## src/rtl/hsec_pkg.sv

```systemverilog
// ----------------------------------------------------------------------------
// hsec_pkg
// Types, codes and helper functions shared by the Hamming SEC encoder/decoder.
// ----------------------------------------------------------------------------
package hsec_pkg;

	localparam int WORD_W = 64;
	localparam int SYN_W  = 7;
	localparam int LEN_W  = 6;

	localparam logic MODE_ENCODE = 1'b0;
	localparam logic MODE_DECODE = 1'b1;

	localparam logic [1:0] STAT_CLEAN     = 2'd0;
	localparam logic [1:0] STAT_CORRECTED = 2'd1;
	localparam logic [1:0] STAT_RANGE     = 2'd2;

	localparam logic [LEN_W-1:0] DATA_LEN_RESET = 6'd57;

	typedef struct packed {
		logic              mode;
		logic [WORD_W-1:0] word;
	} in_t;

	typedef struct packed {
		logic [WORD_W-1:0] result_word;
		logic [1:0]        status;
		logic [SYN_W-1:0]  syndrome;
	} out_t;

	// smallest r with 2^r >= k + r + 1
	function automatic logic [2:0] parity_count(input logic [LEN_W-1:0] k);
		logic [2:0] r;
		r = 3'd6;
		for (int i = 6; i >= 0; i--) begin
			if ((8'd1 << i) >= ({2'b00, k} + 8'(i) + 8'd1)) begin
				r = 3'(i);
			end
		end
		return r;
	endfunction

	// clamp a written length to 1 .. max_k
	function automatic logic [LEN_W-1:0] eff_len(input logic [LEN_W-1:0] v,
		input logic [LEN_W-1:0] max_k);
		logic [LEN_W-1:0] k;
		k = v;
		if (k == '0) begin
			k = 6'd1;
		end
		if (k > max_k) begin
			k = max_k;
		end
		return k;
	endfunction

	function automatic bit is_pow2(input int p);
		return (p != 0) && ((p & (p - 1)) == 0);
	endfunction

	// data bit index held at codeword position p (p not a power of two)
	function automatic int data_index(input int p);
		int cnt;
		cnt = 0;
		for (int q = 1; q < p; q++) begin
			if (!is_pow2(q)) begin
				cnt++;
			end
		end
		return cnt;
	endfunction

	// codeword position (1-based) of data bit d
	function automatic int data_pos(input int d);
		int p;
		int cnt;
		p = 0;
		cnt = -1;
		while (cnt < d) begin
			p++;
			if (!is_pow2(p)) begin
				cnt++;
			end
		end
		return p;
	endfunction

	// positions covered by syndrome bit i
	function automatic logic [WORD_W-1:0] pos_mask(input int i);
		logic [WORD_W-1:0] m;
		m = '0;
		for (int b = 0; b < WORD_W - 1; b++) begin
			m[b] = 1'(((b + 1) >> i) & 1);
		end
		return m;
	endfunction

endpackage

```

## src/rtl/hsec_core.sv

```systemverilog
// ----------------------------------------------------------------------------
// hsec_core
// Single-pass encode or decode of one word: scatter, parity trees, correction.
// ----------------------------------------------------------------------------
module hsec_core import hsec_pkg::*; #(
	parameter int MAX_DATA_BITS = 57
) (
	input  logic [LEN_W-1:0] k,
	input  logic [LEN_W-1:0] n,
	input  in_t              item,
	output out_t             result
);

	logic [WORD_W-1:0] kmask;
	logic [WORD_W-1:0] nmask;
	logic [WORD_W-1:0] flip;
	logic [WORD_W-1:0] data_m;
	logic [WORD_W-1:0] scat;
	logic [WORD_W-1:0] enc_word;
	logic [WORD_W-1:0] cw_m;
	logic [WORD_W-1:0] cw_fix;
	logic [WORD_W-1:0] dec_data;
	logic [SYN_W-1:0]  syn_enc;
	logic [SYN_W-1:0]  syn_dec;
	logic              fix_ok;

	genvar b;
	genvar i;

	generate
		for (b = 0; b < WORD_W; b++) begin : g_bit
			assign kmask[b] = 7'(b) < {1'b0, k};
			assign nmask[b] = 7'(b) < {1'b0, n};
			assign flip[b]  = syn_dec == 7'(b + 1);

			if (!is_pow2(b + 1) && (data_index(b + 1) < MAX_DATA_BITS)) begin : g_scat
				assign scat[b] = data_m[data_index(b + 1)];
			end else begin : g_noscat
				assign scat[b] = 1'b0;
			end

			if (is_pow2(b + 1)) begin : g_par
				assign enc_word[b] = syn_enc[$clog2(b + 1)];
			end else begin : g_dat
				assign enc_word[b] = scat[b];
			end

			if (b < MAX_DATA_BITS) begin : g_ext
				assign dec_data[b] = cw_fix[data_pos(b) - 1];
			end else begin : g_noext
				assign dec_data[b] = 1'b0;
			end
		end

		for (i = 0; i < SYN_W; i++) begin : g_syn
			assign syn_enc[i] = ^(scat & pos_mask(i));
			assign syn_dec[i] = ^(cw_m & pos_mask(i));
		end
	endgenerate

	assign data_m = item.word & kmask;
	assign cw_m   = item.word & nmask;
	assign fix_ok = (syn_dec != '0) && (syn_dec <= {1'b0, n});
	assign cw_fix = fix_ok ? (cw_m ^ flip) : cw_m;

	always_comb begin
		result = '0;
		if (item.mode == MODE_ENCODE) begin
			result.result_word = enc_word;
			result.status      = STAT_CLEAN;
			result.syndrome    = '0;
		end else begin
			result.result_word = dec_data;
			result.syndrome    = syn_dec;
			if (syn_dec == '0) begin
				result.status = STAT_CLEAN;
			end else if (fix_ok) begin
				result.status = STAT_CORRECTED;
			end else begin
				result.status = STAT_RANGE;
			end
		end
	end

endmodule

```

## src/rtl/hamming_sec_encode_decode.sv

```systemverilog
// ----------------------------------------------------------------------------
// hamming_sec_encode_decode
// Hamming single-error-correcting encoder/decoder with a configurable length.
// ----------------------------------------------------------------------------
// One transaction in, one transaction out. Each word is captured in an input
// register, encoded or decoded combinationally by xor trees and muxes, and
// held in a result register that drives the output; a new word is taken
// every cycle while the output side is not stalled. cfg_wdata sets the data
// length k (0 reads as 1, values above MAX_DATA_BITS saturate); the codeword
// is k plus the smallest parity count r with 2^r >= k+r+1. Write the length
// only while no transaction is in flight.
module hamming_sec_encode_decode import hsec_pkg::*; #(
	parameter int MAX_DATA_BITS = 57
) (
	input  logic             clk,
	input  logic             arst_n,
	input  logic             cfg_we,
	input  logic [LEN_W-1:0] cfg_wdata,
	input  logic             in_valid,
	output logic             in_stall,
	input  in_t              in_data,
	output logic             out_valid,
	input  logic             out_stall,
	output out_t             out_data
);

	localparam logic [LEN_W-1:0] MAX_K = LEN_W'(MAX_DATA_BITS);
	localparam logic [LEN_W-1:0] K_RST = eff_len(DATA_LEN_RESET, MAX_K);
	localparam logic [LEN_W-1:0] N_RST = K_RST + LEN_W'(parity_count(K_RST));

	logic [LEN_W-1:0] k_q;
	logic [LEN_W-1:0] n_q;
	logic [LEN_W-1:0] k_d;
	logic             valid_s1;
	in_t              item_s1;
	logic             valid_s2;
	out_t             res_s2;
	out_t             res_d;
	logic             s2_ready;
	logic             s1_ready;

	assign k_d = eff_len(cfg_wdata, MAX_K);

	always_ff @(posedge clk or negedge arst_n) begin
		if (!arst_n) begin
			k_q <= K_RST;
			n_q <= N_RST;
		end else if (cfg_we) begin
			k_q <= k_d;
			n_q <= k_d + LEN_W'(parity_count(k_d));
		end
	end

	assign s2_ready = !valid_s2 || !out_stall;
	assign s1_ready = !valid_s1 || s2_ready;
	assign in_stall = !s1_ready;

	always_ff @(posedge clk or negedge arst_n) begin
		if (!arst_n) begin
			valid_s1 <= 1'b0;
			valid_s2 <= 1'b0;
		end else begin
			if (s1_ready) begin
				valid_s1 <= in_valid;
			end
			if (s2_ready) begin
				valid_s2 <= valid_s1;
			end
		end
	end

	always_ff @(posedge clk) begin
		if (s1_ready && in_valid) begin
			item_s1 <= in_data;
		end
		if (s2_ready && valid_s1) begin
			res_s2 <= res_d;
		end
	end

	hsec_core #(
		.MAX_DATA_BITS(MAX_DATA_BITS)
	) u_core (
		.k      (k_q),
		.n      (n_q),
		.item   (item_s1),
		.result (res_d)
	);

	assign out_valid = valid_s2;
	assign out_data  = res_s2;

`ifndef SYNTHESIS
	a_stall_only_when_full: assert property (@(posedge clk) disable iff (!arst_n)
		!valid_s1 |-> !in_stall)
		else $error("input stalled with empty input stage");

	a_len_range: assert property (@(posedge clk) disable iff (!arst_n)
		(k_q >= 6'd1) && (k_q <= MAX_K) && (n_q > k_q))
		else $error("data length register out of range");

	a_accept_fills_s1: assert property (@(posedge clk) disable iff (!arst_n)
		in_valid && !in_stall |=> valid_s1)
		else $error("accepted transaction lost");

	a_range_status: assert property (@(posedge clk) disable iff (!arst_n)
		out_valid && (out_data.status == STAT_RANGE) |-> out_data.syndrome > {1'b0, n_q})
		else $error("out-of-range status with syndrome inside codeword");

	a_clean_status: assert property (@(posedge clk) disable iff (!arst_n)
		out_valid && (out_data.syndrome != '0) |-> out_data.status != STAT_CLEAN)
		else $error("nonzero syndrome reported as clean");
`endif

endmodule
```

## config.mk

```make
export PLATFORM = sky130hd
export DESIGN_NAME = hamming_sec_encode_decode
export DESIGN_NICKNAME = d
export VERILOG_FILES = /design/src/rtl/hsec_pkg.sv /design/src/rtl/hsec_core.sv /design/src/rtl/hamming_sec_encode_decode.sv
export SDC_FILE = /design/constraint.sdc
export NUM_CORES = 1
export LEC_CHECK = 0
export BUFFER_PORTS_ARGS = -buffer_cell sky130_fd_sc_hd__buf_2
export CAP_MARGIN = 25
export CORE_MARGIN = 1
export CORE_UTILIZATION = 30
export CTS_CLUSTER_DIAMETER = 150
export CTS_CLUSTER_SIZE = 10
export DETAILED_ROUTE_END_ITERATION = 16
export GPL_TIMING_DRIVEN = 0
export HOLD_SLACK_MARGIN = 0.1
export PLACE_DENSITY = 0.44
export SLEW_MARGIN = 10
export SYNTH_ARGS = -nofsm -noshare
export SYNTH_HDL_FRONTEND = slang
export SYNTH_SLANG_ARGS = --single-unit
```

## constraint.sdc

```tcl
create_clock -name clk -period 13.2 [get_ports clk]
set_input_delay 1.32 -clock clk [delete_from_list [all_inputs] [get_ports clk]]
set_output_delay 1.32 -clock clk [all_outputs]
set_load 0.005 [all_outputs]
```

==> results.yml, run 1 <==
status:
  outcome: "finished clean"
timing:
  fin_worst_hold_slack_ns: 0.494
  relSlewSlack_pct: 32.5
  final_hold_viol_count: 0
  fin_tns_setup_ns: 0
  report.final.slew_viol_count: 0
  unrepaired_setup_endpoints_after_global_routing: "false"
  post-route-period-util_pct: 57.6
  period_needed_ns: 7.61
  final.setup.worst_slack_ns: 5.59
  tightestPinTransition_ns: 1.00
  fmaxAchievable_mhz: 131
  timing.clock.skew_ns: 0.00886
  final-setup-viol-count: 0
worst_setup_path:
  worst_path_class_setup: "reg -> reg"
  critical_path.startpoint_type: "flip-flop"
  critPathArrivalTime_ns: 7.77
  crit_path_max_fanout: 10
  worst-path-buf-inv: 6
  worstSetupPathDepth: 22
  cp-endpoint: "out_data[13]"
  path_common_cell: "sky130_fd_sc_hd__o21a_1"
  top_cell_family_by_delay_on_the_critical_path: "buffers and inverters"
  crit_chain: "buf_4 -> buf_6 -> clkbuf_1 -> clkbuf_1 -> o221ai_1 -> xnor2_1 -> xnor3_1 -> xnor2_2 -> buf_4 -> ha_1 -> nor2b_1 -> o21a_1 -> o21a_1 -> o21a_1 -> o21a_1 -> o22ai_1 -> nor2b_1 -> a22o_1 -> clkbuf_1 -> nor3b_1 -> xor2_1 -> mux2i_1"
  wp_data_required_ns: 13.37
  cp-startpoint: "n_q[5]"
  cp-end-kind: "flip-flop"
  r2r.worst_path.cells: 22
  r2r_end: "out_data[13]"
  reg2reg_slack_ns: 5.59
  critical_path.reg2reg.startpoint: "n_q[5]"
  critPathSlowestCell: "sky130_fd_sc_hd__clkbuf_1"
  max_stage_delay_ns: 0.64
finish:
  flow.area_growth_from_synthesis_pct: 16.4
  layout.cells.non_filler: 1987
  multi_input_gate_area_in_the_final_layout_um2: 7250
  layout_common_cells: "sky130_fd_sc_hd__buf_2, sky130_fd_sc_hd__xnor2_1, sky130_fd_sc_hd__edfxtp_1, sky130_fd_sc_hd__nand2_1, sky130_fd_sc_hd__nor2_1"
  design_area_um2: 14300
  final_core_util_pct: 35.7
  flip_flop_and_latch_area_um2: 4420
  design.final.nets: 1543
  antenna_cells_inserted: 0
  filler_cell_count: 4157
  layout-drive-gt1-share_pct: 19.8
  layout_commonest_cell: "sky130_fd_sc_hd__buf_2"
detailed_routing:
  post_drt_via_cell_ratio: 5.54
  detail_route.iter0.violations: 1053
  drc: 0
  num_vias: 11000
  post_route_antenna_net_violation_count: 0
  wl_per_cell_um: 27.5
  first_pass_iters: 5
  totalWireLength_mm: 54.6
power_and_ir_drop:
  power_density_nw_per_um2: 243
  cell_internal_pwr_mw: 1.68
  static-leakage-power_nw: 5.28
  clockPowerShare_pct: 13.5
  power_switching_mw: 1.79
  share_of_total_power_in_combinational_logic_pct: 66.9
  report.power.total_mw: 3.47
  power.share.switching_pct: 51.5
  share_seq_of_total_power_pct: 19.5
  peakVddDrop_mv: 0.282
floorplan:
  start_util_pct: 30.7
  die_h_um: 204
  design.die.area_um2: 41700
  floorplan.rows: 73
  die_width_um: 204
  floorplan.io_pins: 151
  coreArea_um2: 40000
clocking:
  max-clock-path-buffers: 2
  worst_skew_pair.late_latency_ns: 0.46
  cts_tree: "done"
  cts_setup_buffers: 0
  cts_hold_repair.buffers: 0
  worst_setup_hold_path_clk_slew_ns: 0.06
  cts-htree-levels: 4
  cts_sink_cnt: 149
  post_cts.resized_instances: 0
  ctsRootBufferMaster: "sky130_fd_sc_hd__clkbuf_16"
  cts_buffers: 17
global_routing:
  antenna_violations_before_repair: 0
  first_pass_grt_wire_length_mm: 76.5
  grt.overflow.total: 0
  global_route.usage.total_pct: 26.2
  first_global_vias: 10400
  grt_start_max_net_pins: 35
placed_design:
  port_buffers: 143
  placed_cells: 1954
  dpl.hpwl_mm: 43.9
  dp_slack_ns: 5.78
  placed_area_um2: 13700
  globalplace.congestion: 0.977
worst_hold_path:
  hold-path-cell-count: 1
  worst_hold_path_type: "reg -> reg"
synth:
  postSynthCellCount: 1282
  synth_sequential_area_ratio_pct: 36.0
  synthesis.yosys.warnings: 0
  yosys_register_bits: 149
  mappedNetlistArea_um2: 12300
  number_of_library_cell_types_mapped_by_synthesis: 110
  post_synth.cell_area_avg_um2: 9.57
  asyncSetResetFlopFracSynth_pct: 9.40
  synth_ff_type: "sky130_fd_sc_hd__edfxtp_1"
  synth-edff-count: 135
run:
  timing.max_cap.violations: 0
flip-flops by register name, summed over array words and instances, names as in the netlist:
| name | count |
|---|---|
| valid_s1 | 1 |
| item_s1 | 64 |
| out_valid | 1 |
| n_q | 6 |
| k_q | 6 |
| out_data | 71 |
metal layers:
layer	share of wire [%]	vias up	global-route usage, %	routed length [µm]
met5	0	-	0	0
met4	4.8	0	13.1	2620
met3	6.4	96	3.62	3490
met2	44	523	40.2	24100
met1	45	5422	36.0	24400
li1	-	4967	-	-
logic make-up after synthesis:
logic type               Yosys count  synth area share [%]
adder cells (fa/ha/maj)           23                  2.31
buffers and inverters            117                  5.03
multiplexers                      40                  3.35
AO/OA/AOI/OAI                    316                  17.5
flip-flops                       149                  36.0
XOR/XNOR                         228                  18.3
other                              1                0.0306
AND/OR/NAND/NOR                  408                  17.5
worst min-delay path by stage:
stage / to / startpoint / slack, ns
2_1_floorplan: out_valid / valid_s1 / 0.44
3_3_place_gp: out_valid / valid_s1 / 0.45
3_5_place_dp: out_valid / valid_s1 / 0.48
4_1_cts: out_valid / valid_s1 / 0.50
5_1_grt: out_valid / valid_s1 / 0.53
6_report: out_valid / valid_s1 / 0.49
power by group through the flow:
stage / Combinational, mW / Sequential, mW / Clock [mW]
global placement: 2.25 / 0.694 / 0
CTS: 2.27 / 0.678 / 0.482
finish: 2.32 / 0.678 / 0.468
floorplan: 1.57 / 0.673 / 0
detailed placement: 2.26 / 0.687 / 0
global route: 2.43 / 0.683 / 0.501
area by class of cell:
| type | count | area share (%) |
|---|---|---|
| Buffer | 93 | 3.67 |
| Inverter | 24 | 0.649 |
| Clock buffer | 21 | 3.09 |
| Timing Repair Buffer | 147 | 5.47 |
| Sequential cell | 149 | 30.9 |
| Multi-Input combinational cell | 1017 | 50.8 |
| Clock inverter | 11 | 0.771 |
| Tap cell | 525 | 4.60 |
worst register-to-register path: cells and delay by family (launching register included):
family	cells	cell delay, ns
AO/OA/AOI/OAI	7	1.55
adder cells (fa/ha/maj)	1	0.28
flip-flops	1	0.61
XOR/XNOR	4	1.34
multiplexers	1	0.18
AND/OR/NAND/NOR	3	0.95
buffers and inverters	6	2.40
cells in the mapped netlist (12+ instances only):
master                       n  share of area (%)
sky130_fd_sc_hd__a21oi_1    59                2.4
sky130_fd_sc_hd__and2_1     23                1.2
sky130_fd_sc_hd__and3_1     14               0.71
sky130_fd_sc_hd__buf_6      18                1.7
sky130_fd_sc_hd__clkbuf_1   54                1.7
sky130_fd_sc_hd__edfxtp_1  135                 33
sky130_fd_sc_hd__ha_1       17                1.7
sky130_fd_sc_hd__inv_1      18               0.55
sky130_fd_sc_hd__mux2i_1    32                2.6
sky130_fd_sc_hd__nand2_1   104                3.2
sky130_fd_sc_hd__nand2b_1   14               0.71
sky130_fd_sc_hd__nand3_1    35                1.4
sky130_fd_sc_hd__nor2_1     96                2.9
sky130_fd_sc_hd__nor2b_1    12               0.61
sky130_fd_sc_hd__nor3_1     23               0.94
sky130_fd_sc_hd__o211ai_1   17                1.0
sky130_fd_sc_hd__o21a_1     17                1.0
sky130_fd_sc_hd__o21ai_0    90                3.7
sky130_fd_sc_hd__o21ai_1    14               0.57
sky130_fd_sc_hd__xnor2_1   141                 10
sky130_fd_sc_hd__xor2_1     68                4.9
No activity file was read; power rests on OpenSTA's default activity.
==> run 2: changes to the inputs <==
- clock period: 13.2 -> 7.15 ns (I/O delays scaled with it)
==> run 2 against run 1 <==
Compared with the run above:
- sequential cell count is the same
- critical path type unchanged
- largest power group unchanged
- critical path depth unchanged
- sequential power is 84% higher
==> results.yml, run 2 (synthesis results as in run 1) <==
clocking:
  worst_skew_pair.late_latency_ns: 0.46
  ctsRootBufferMaster: "sky130_fd_sc_hd__clkbuf_16"
  cts-htree-levels: 4
  max-clock-path-buffers: 2
  cts_setup_buffers: 0
  cts_tree: "done"
  cts_buffers: 17
  worst_setup_hold_path_clk_slew_ns: 0.06
  cts_sink_cnt: 149
worst_setup_path:
  critical_path.startpoint_type: "flip-flop"
  path_common_cell: "sky130_fd_sc_hd__o21a_1"
  crit_path_max_fanout: 10
  cp-end-kind: "flip-flop"
  crit_chain: "buf_4 -> buf_6 -> clkbuf_1 -> clkbuf_2 -> o221ai_1 -> xnor2_1 -> xnor3_1 -> xnor2_2 -> buf_4 -> ha_1 -> nor2b_1 -> o21a_1 -> o21a_1 -> o21a_1 -> o21a_1 -> o22ai_1 -> nor2b_1 -> a22o_1 -> clkbuf_2 -> nor3b_2 -> xor2_1 -> mux2i_1"
  critPathArrivalTime_ns: 7.17
  cp-startpoint: "n_q[5]"
  critPathSlowestCell: "sky130_fd_sc_hd__dfstp_2"
  critical_path.reg2reg.startpoint: "n_q[5]"
  worst_path_class_setup: "reg -> reg"
  max_stage_delay_ns: 0.61
  wp_data_required_ns: 7.31
finish:
  layout_commonest_cell: "sky130_fd_sc_hd__buf_2"
  filler_cell_count: 4163
  largest_register_ff_count: 71
  layout_common_cells: "sky130_fd_sc_hd__buf_2, sky130_fd_sc_hd__xnor2_1, sky130_fd_sc_hd__edfxtp_1, sky130_fd_sc_hd__nand2_1, sky130_fd_sc_hd__nor2_1"
  design.final.nets: 1543
  multi_input_gate_area_in_the_final_layout_um2: 7270
  final_core_util_pct: 35.8
  layout-drive-gt1-share_pct: 20.2
  flip_flop_and_latch_area_um2: 4420
  layout.cells.non_filler: 1987
  flow.area_growth_from_synthesis_pct: 16.6
  antenna_cells_inserted: 0
global_routing:
  first_global_vias: 10500
  grt.overflow.total: 0
  antenna_violations_before_repair: 0
  grt_start_max_net_pins: 35
  global_route.usage.total_pct: 26.2
  first_pass_grt_wire_length_mm: 76.5
worst_hold_path:
  worst_hold_path_type: "in -> async"
timing:
  report.final.slew_viol_count: 0
  post-route-period-util_pct: 98.0
  final-setup-viol-count: 0
  relSlewSlack_pct: 32.6
  final_hold_viol_count: 0
  period_needed_ns: 7.00
  unrepaired_setup_endpoints_after_global_routing: "false"
  fmaxAchievable_mhz: 143
  tightestPinTransition_ns: 1.00
  timing.clock.skew_ns: 0.0155
status:
  outcome: "finished clean"
floorplan:
  design.die.area_um2: 41700
  die_width_um: 204
  start_util_pct: 30.7
  floorplan.rows: 73
  coreArea_um2: 40000
  floorplan.io_pins: 151
  die_h_um: 204
detailed_routing:
  totalWireLength_mm: 54.5
  detail_route.iter0.violations: 1003
  post_drt_via_cell_ratio: 5.54
  wl_per_cell_um: 27.4
  first_pass_iters: 5
  num_vias: 11000
  drc: 0
  post_route_antenna_net_violation_count: 0
placed_design:
  dpl.hpwl_mm: 43.9
  port_buffers: 143
  placed_cells: 1954
  globalplace.congestion: 0.977
power_and_ir_drop:
  peakVddDrop_mv: 0.523
  report.power.total_mw: 6.43
  power_density_nw_per_um2: 449
  static-leakage-power_nw: 5.30
run:
  timing.max_cap.violations: 0
[run 2: cell types whose count changed in the layout (fill, tap and decap cells not counted)]
cell / delta
sky130_fd_sc_hd__o22ai_2: +1
sky130_fd_sc_hd__clkdlybuf4s15_2: +1
sky130_fd_sc_hd__nor3b_2: +1
sky130_fd_sc_hd__o22ai_1: -1
sky130_fd_sc_hd__buf_1: -1
sky130_fd_sc_hd__nor3_2: +1
sky130_fd_sc_hd__nor3b_1: -1
sky130_fd_sc_hd__clkbuf_2: +3
sky130_fd_sc_hd__clkbuf_1: -3
sky130_fd_sc_hd__nor3_1: -1
[run 2: final cells by class]
type	count	area share [%]
timing repair buffer	147	5.46
clock inverter	11	0.770
clock buffer	21	3.08
buffer	93	3.74
multi-input combinational	1017	50.8
sequential	149	30.9
tap	525	4.59
inverter	24	0.647
[run 2: path summary, 6_finish.rpt]
| kind | slack [ns] | to | depth (start not counted) |
|---|---|---|---|
| worst max-delay path | 0.15 | out_data[13] | 22 |
| worst min-delay path | 0.16 | out_valid | 1 |
| worst max register to register | 0.15 | out_data[13] | 22 |
| worst min register to register | 0.49 | out_valid | 1 |
| max in group asynchronous | 6.69 | k_q[0] | 1 |
| min in group clk | 0.43 | item_s1[56] | 1 |
[run 2: critical path: cells and delay by family, from the launching register on]
family	cells	cell delay [ns]
adder cells (fa/ha/maj)	1	0.28
AO/OA/AOI/OAI	7	1.48
multiplexers	1	0.17
XOR/XNOR	4	1.33
buffers and inverters	6	2.02
flip-flops	1	0.61
AND/OR/NAND/NOR	3	0.79
[run 2: what timing repair did]
item,4_1_cts,5_1_grt
gates resized for setup,6,3
hold buffers,0,0
setup endpoints to repair,3,2
[run 2: routing by layer]
layer / track usage, % / vias to the layer above / part of all wire [%]
met3: 3.36 / 89 / 6.2
li1: - / 4980 / -
met5: 0 / - / 0
met2: 40.0 / 523 / 44
met1: 36.1 / 5424 / 45
met4: 13.7 / 0 / 4.8
[run 2: where the power goes]
part / internal, mW / leakage [nW] / switching (mW)
sequential: 1.15 / 1.47 / 0.0960
combinational: 1.46 / 3.57 / 2.86
clock: 0.507 / 0.265 / 0.355
total: 3.12 / 5.30 / 3.31
[run 2: through the flow]
| step | cell area [µm²] | setup TNS, ns | worst slack (ns) | hold slack (ns) |
|---|---|---|---|---|
| floorplan | 12300 | 0 | 0.657 | 0.419 |
| global placement | 13600 | -136.03 | -1.93 | 0.454 |
| detailed placement | 13700 | -0.321 | -0.271 | 0.483 |
| CTS | 14300 | 0 | 0.0680 | 0.143 |
| global route | 14300 | 0 | 0.0973 | 0.172 |
| finish | 14300 | 0 | 0.147 | 0.159 |
==> run 3: changes to the inputs <==
- CELL_PAD_IN_SITES_DETAIL_PLACEMENT: not set -> 1
- CELL_PAD_IN_SITES_GLOBAL_PLACEMENT: not set -> 2
- CORE_UTILIZATION: 30 -> 38
- PLACE_DENSITY: 0.44 -> 0.79
==> run 3 against run 2 <==
Compared with the run above:
- combinational power down 1%
- highest routed layer unchanged
- hold slack worse by 0.017 ns
- global-route usage increased by 7.8 points
- sequential share of layout area is 0.31 points higher
- power grew 0.18%
- setup slack improved by 0.072 ns
- clock-buffer cell count decreased by 4
- non-clock buffer count decreased by 1
- core utilization rose by 9.0 points
==> results.yml, run 3 (synthesis results as in run 1) <==
placed_design:
  placed_cells: 1831
  dpl.hpwl_mm: 43.8
  globalplace.congestion: 0.984
  dp_slack_ns: 0.188
  placed_area_um2: 13600
  port_buffers: 143
timing:
  period_needed_ns: 6.93
  fin_tns_setup_ns: 0
  fin_worst_hold_slack_ns: 0.142
  final_hold_viol_count: 0
  final.setup.worst_slack_ns: 0.218
  tightestPinTransition_ns: 1.08
  unrepaired_setup_endpoints_after_global_routing: "false"
  timing.clock.skew_ns: 0.0101
  report.final.slew_viol_count: 0
  fmaxAchievable_mhz: 144
  final-setup-viol-count: 0
  post-route-period-util_pct: 96.9
  relSlewSlack_pct: 27.5
worst_setup_path:
  crit_path_max_fanout: 10
  cp-end-kind: "flip-flop"
  reg2reg_slack_ns: 0.22
  worst_path_class_setup: "reg -> reg"
  critical_path.startpoint_type: "flip-flop"
  wp_data_required_ns: 7.32
  critPathArrivalTime_ns: 7.10
finish:
  layout.cells.non_filler: 1863
  final_core_util_pct: 44.8
  largest_register_ff_count: 71
  design.final.nets: 1542
  design_area_um2: 14200
  flow.area_growth_from_synthesis_pct: 15.5
  filler_cell_count: 3651
  antenna_cells_inserted: 0
  layout-drive-gt1-share_pct: 20.5
  layout_common_cells: "sky130_fd_sc_hd__buf_2, sky130_fd_sc_hd__xnor2_1, sky130_fd_sc_hd__edfxtp_1, sky130_fd_sc_hd__nand2_1, sky130_fd_sc_hd__nor2_1"
  layout_commonest_cell: "sky130_fd_sc_hd__buf_2"
clocking:
  cts_setup_buffers: 0
  cts-htree-levels: 4
  cts_buffers: 17
  post_cts.resized_instances: 0
  cts_sink_cnt: 149
  worst_skew_pair.late_latency_ns: 0.47
  ctsRootBufferMaster: "sky130_fd_sc_hd__clkbuf_16"
  cts_hold_repair.buffers: 0
  worst_setup_hold_path_clk_slew_ns: 0.07
  cts_tree: "done"
  max-clock-path-buffers: 2
floorplan:
  design.die.area_um2: 33000
  die_h_um: 182
  coreArea_um2: 31600
  die_width_um: 182
  start_util_pct: 38.8
  floorplan.rows: 65
  floorplan.io_pins: 151
run:
  timing.max_cap.violations: 0
worst_hold_path:
  worst_hold_path_type: "in -> async"
detailed_routing:
  num_vias: 11300
  detail_route.iter0.violations: 1103
  post_drt_via_cell_ratio: 6.08
  first_pass_iters: 5
  post_route_antenna_net_violation_count: 0
  totalWireLength_mm: 55.6
  drc: 0
  wl_per_cell_um: 29.8
global_routing:
  grt.overflow.total: 0
  global_route.usage.total_pct: 34.0
  first_pass_grt_wire_length_mm: 78.5
  grt_start_max_net_pins: 65
  first_global_vias: 11100
  antenna_violations_before_repair: 1
status:
  outcome: "finished clean"
power_and_ir_drop:
  static-leakage-power_nw: 5.29
  report.power.total_mw: 6.44
  power_density_nw_per_um2: 455
  peakVddDrop_mv: 0.303
-- run 3: cell count changes in the layout (fill, tap and decap cells not counted), sizes merged --
| cell | before | now |
|---|---|---|
| clkinvlp | 1 | 5 |
| inv | 22 | 25 |
| buf | 184 | 185 |
| clkdlybuf4s15 | 1 | 0 |
| clkinv | 10 | 7 |
| clkbuf | 76 | 71 |
-- run 3: cell type report --
| class | instances | area [µm²] | share of cell area (%) |
|---|---|---|---|
| tap | 402 | 503 | 3.55 |
| inverter | 24 | 92.6 | 0.654 |
| buffer | 93 | 527 | 3.72 |
| sequential | 149 | 4420 | 31.2 |
| multi-input combinational | 1017 | 7270 | 51.4 |
| clock inverter | 15 | 154 | 1.09 |
| clock buffer | 17 | 425 | 3.00 |
| timing repair buffer | 146 | 771 | 5.44 |
-- run 3: final timing paths --
| path | startpoint | endpoint | cells after the start |
|---|---|---|---|
| setup / recovery | n_q[2] | out_data[13] | 22 |
| hold / removal | arst_n | out_valid | 1 |
| setup reg to reg | n_q[2] | out_data[13] | 22 |
| hold reg to reg | valid_s1 | out_valid | 1 |
| max in group asynchronous | arst_n | n_q[1] | 1 |
| min in group clk | in_data[39] | item_s1[39] | 1 |
-- run 3: layer usage --
layer	wire (µm)	vias up	track usage, %
met1	23600	5659	45.7
met5	0	-	0
met3	4440	115	5.78
met2	24600	572	52.3
met4	2900	0	18.3
li1	-	4986	-
-- run 3: critical path, stage by stage, from the launching register on --
cell and delay [ns]:
sky130_fd_sc_hd__dfstp_2 0.37, sky130_fd_sc_hd__buf_6 0.14, sky130_fd_sc_hd__buf_6 0.15, sky130_fd_sc_hd__and2_1 0.23
sky130_fd_sc_hd__o311ai_1 0.73, sky130_fd_sc_hd__mux2i_1 0.20, sky130_fd_sc_hd__xnor2_1 0.52, sky130_fd_sc_hd__xnor3_1 0.56
sky130_fd_sc_hd__xnor3_2 0.54, sky130_fd_sc_hd__buf_6 0.22, sky130_fd_sc_hd__inv_1 0.07, sky130_fd_sc_hd__ha_1 0.29
sky130_fd_sc_hd__o21a_1 0.11, sky130_fd_sc_hd__o21a_1 0.17, sky130_fd_sc_hd__o21a_1 0.16, sky130_fd_sc_hd__o21a_1 0.16
sky130_fd_sc_hd__o22ai_1 0.38, sky130_fd_sc_hd__nor2b_1 0.26, sky130_fd_sc_hd__a22o_1 0.21, sky130_fd_sc_hd__clkbuf_1 0.38
sky130_fd_sc_hd__nor3b_1 0.33, sky130_fd_sc_hd__xor2_1 0.30, sky130_fd_sc_hd__mux2i_1 0.15
-- run 3: where the power goes --
group          switching (mW)  internal [mW]
clock network           0.409          0.514
logic                    2.82           1.45
registers              0.0955           1.15
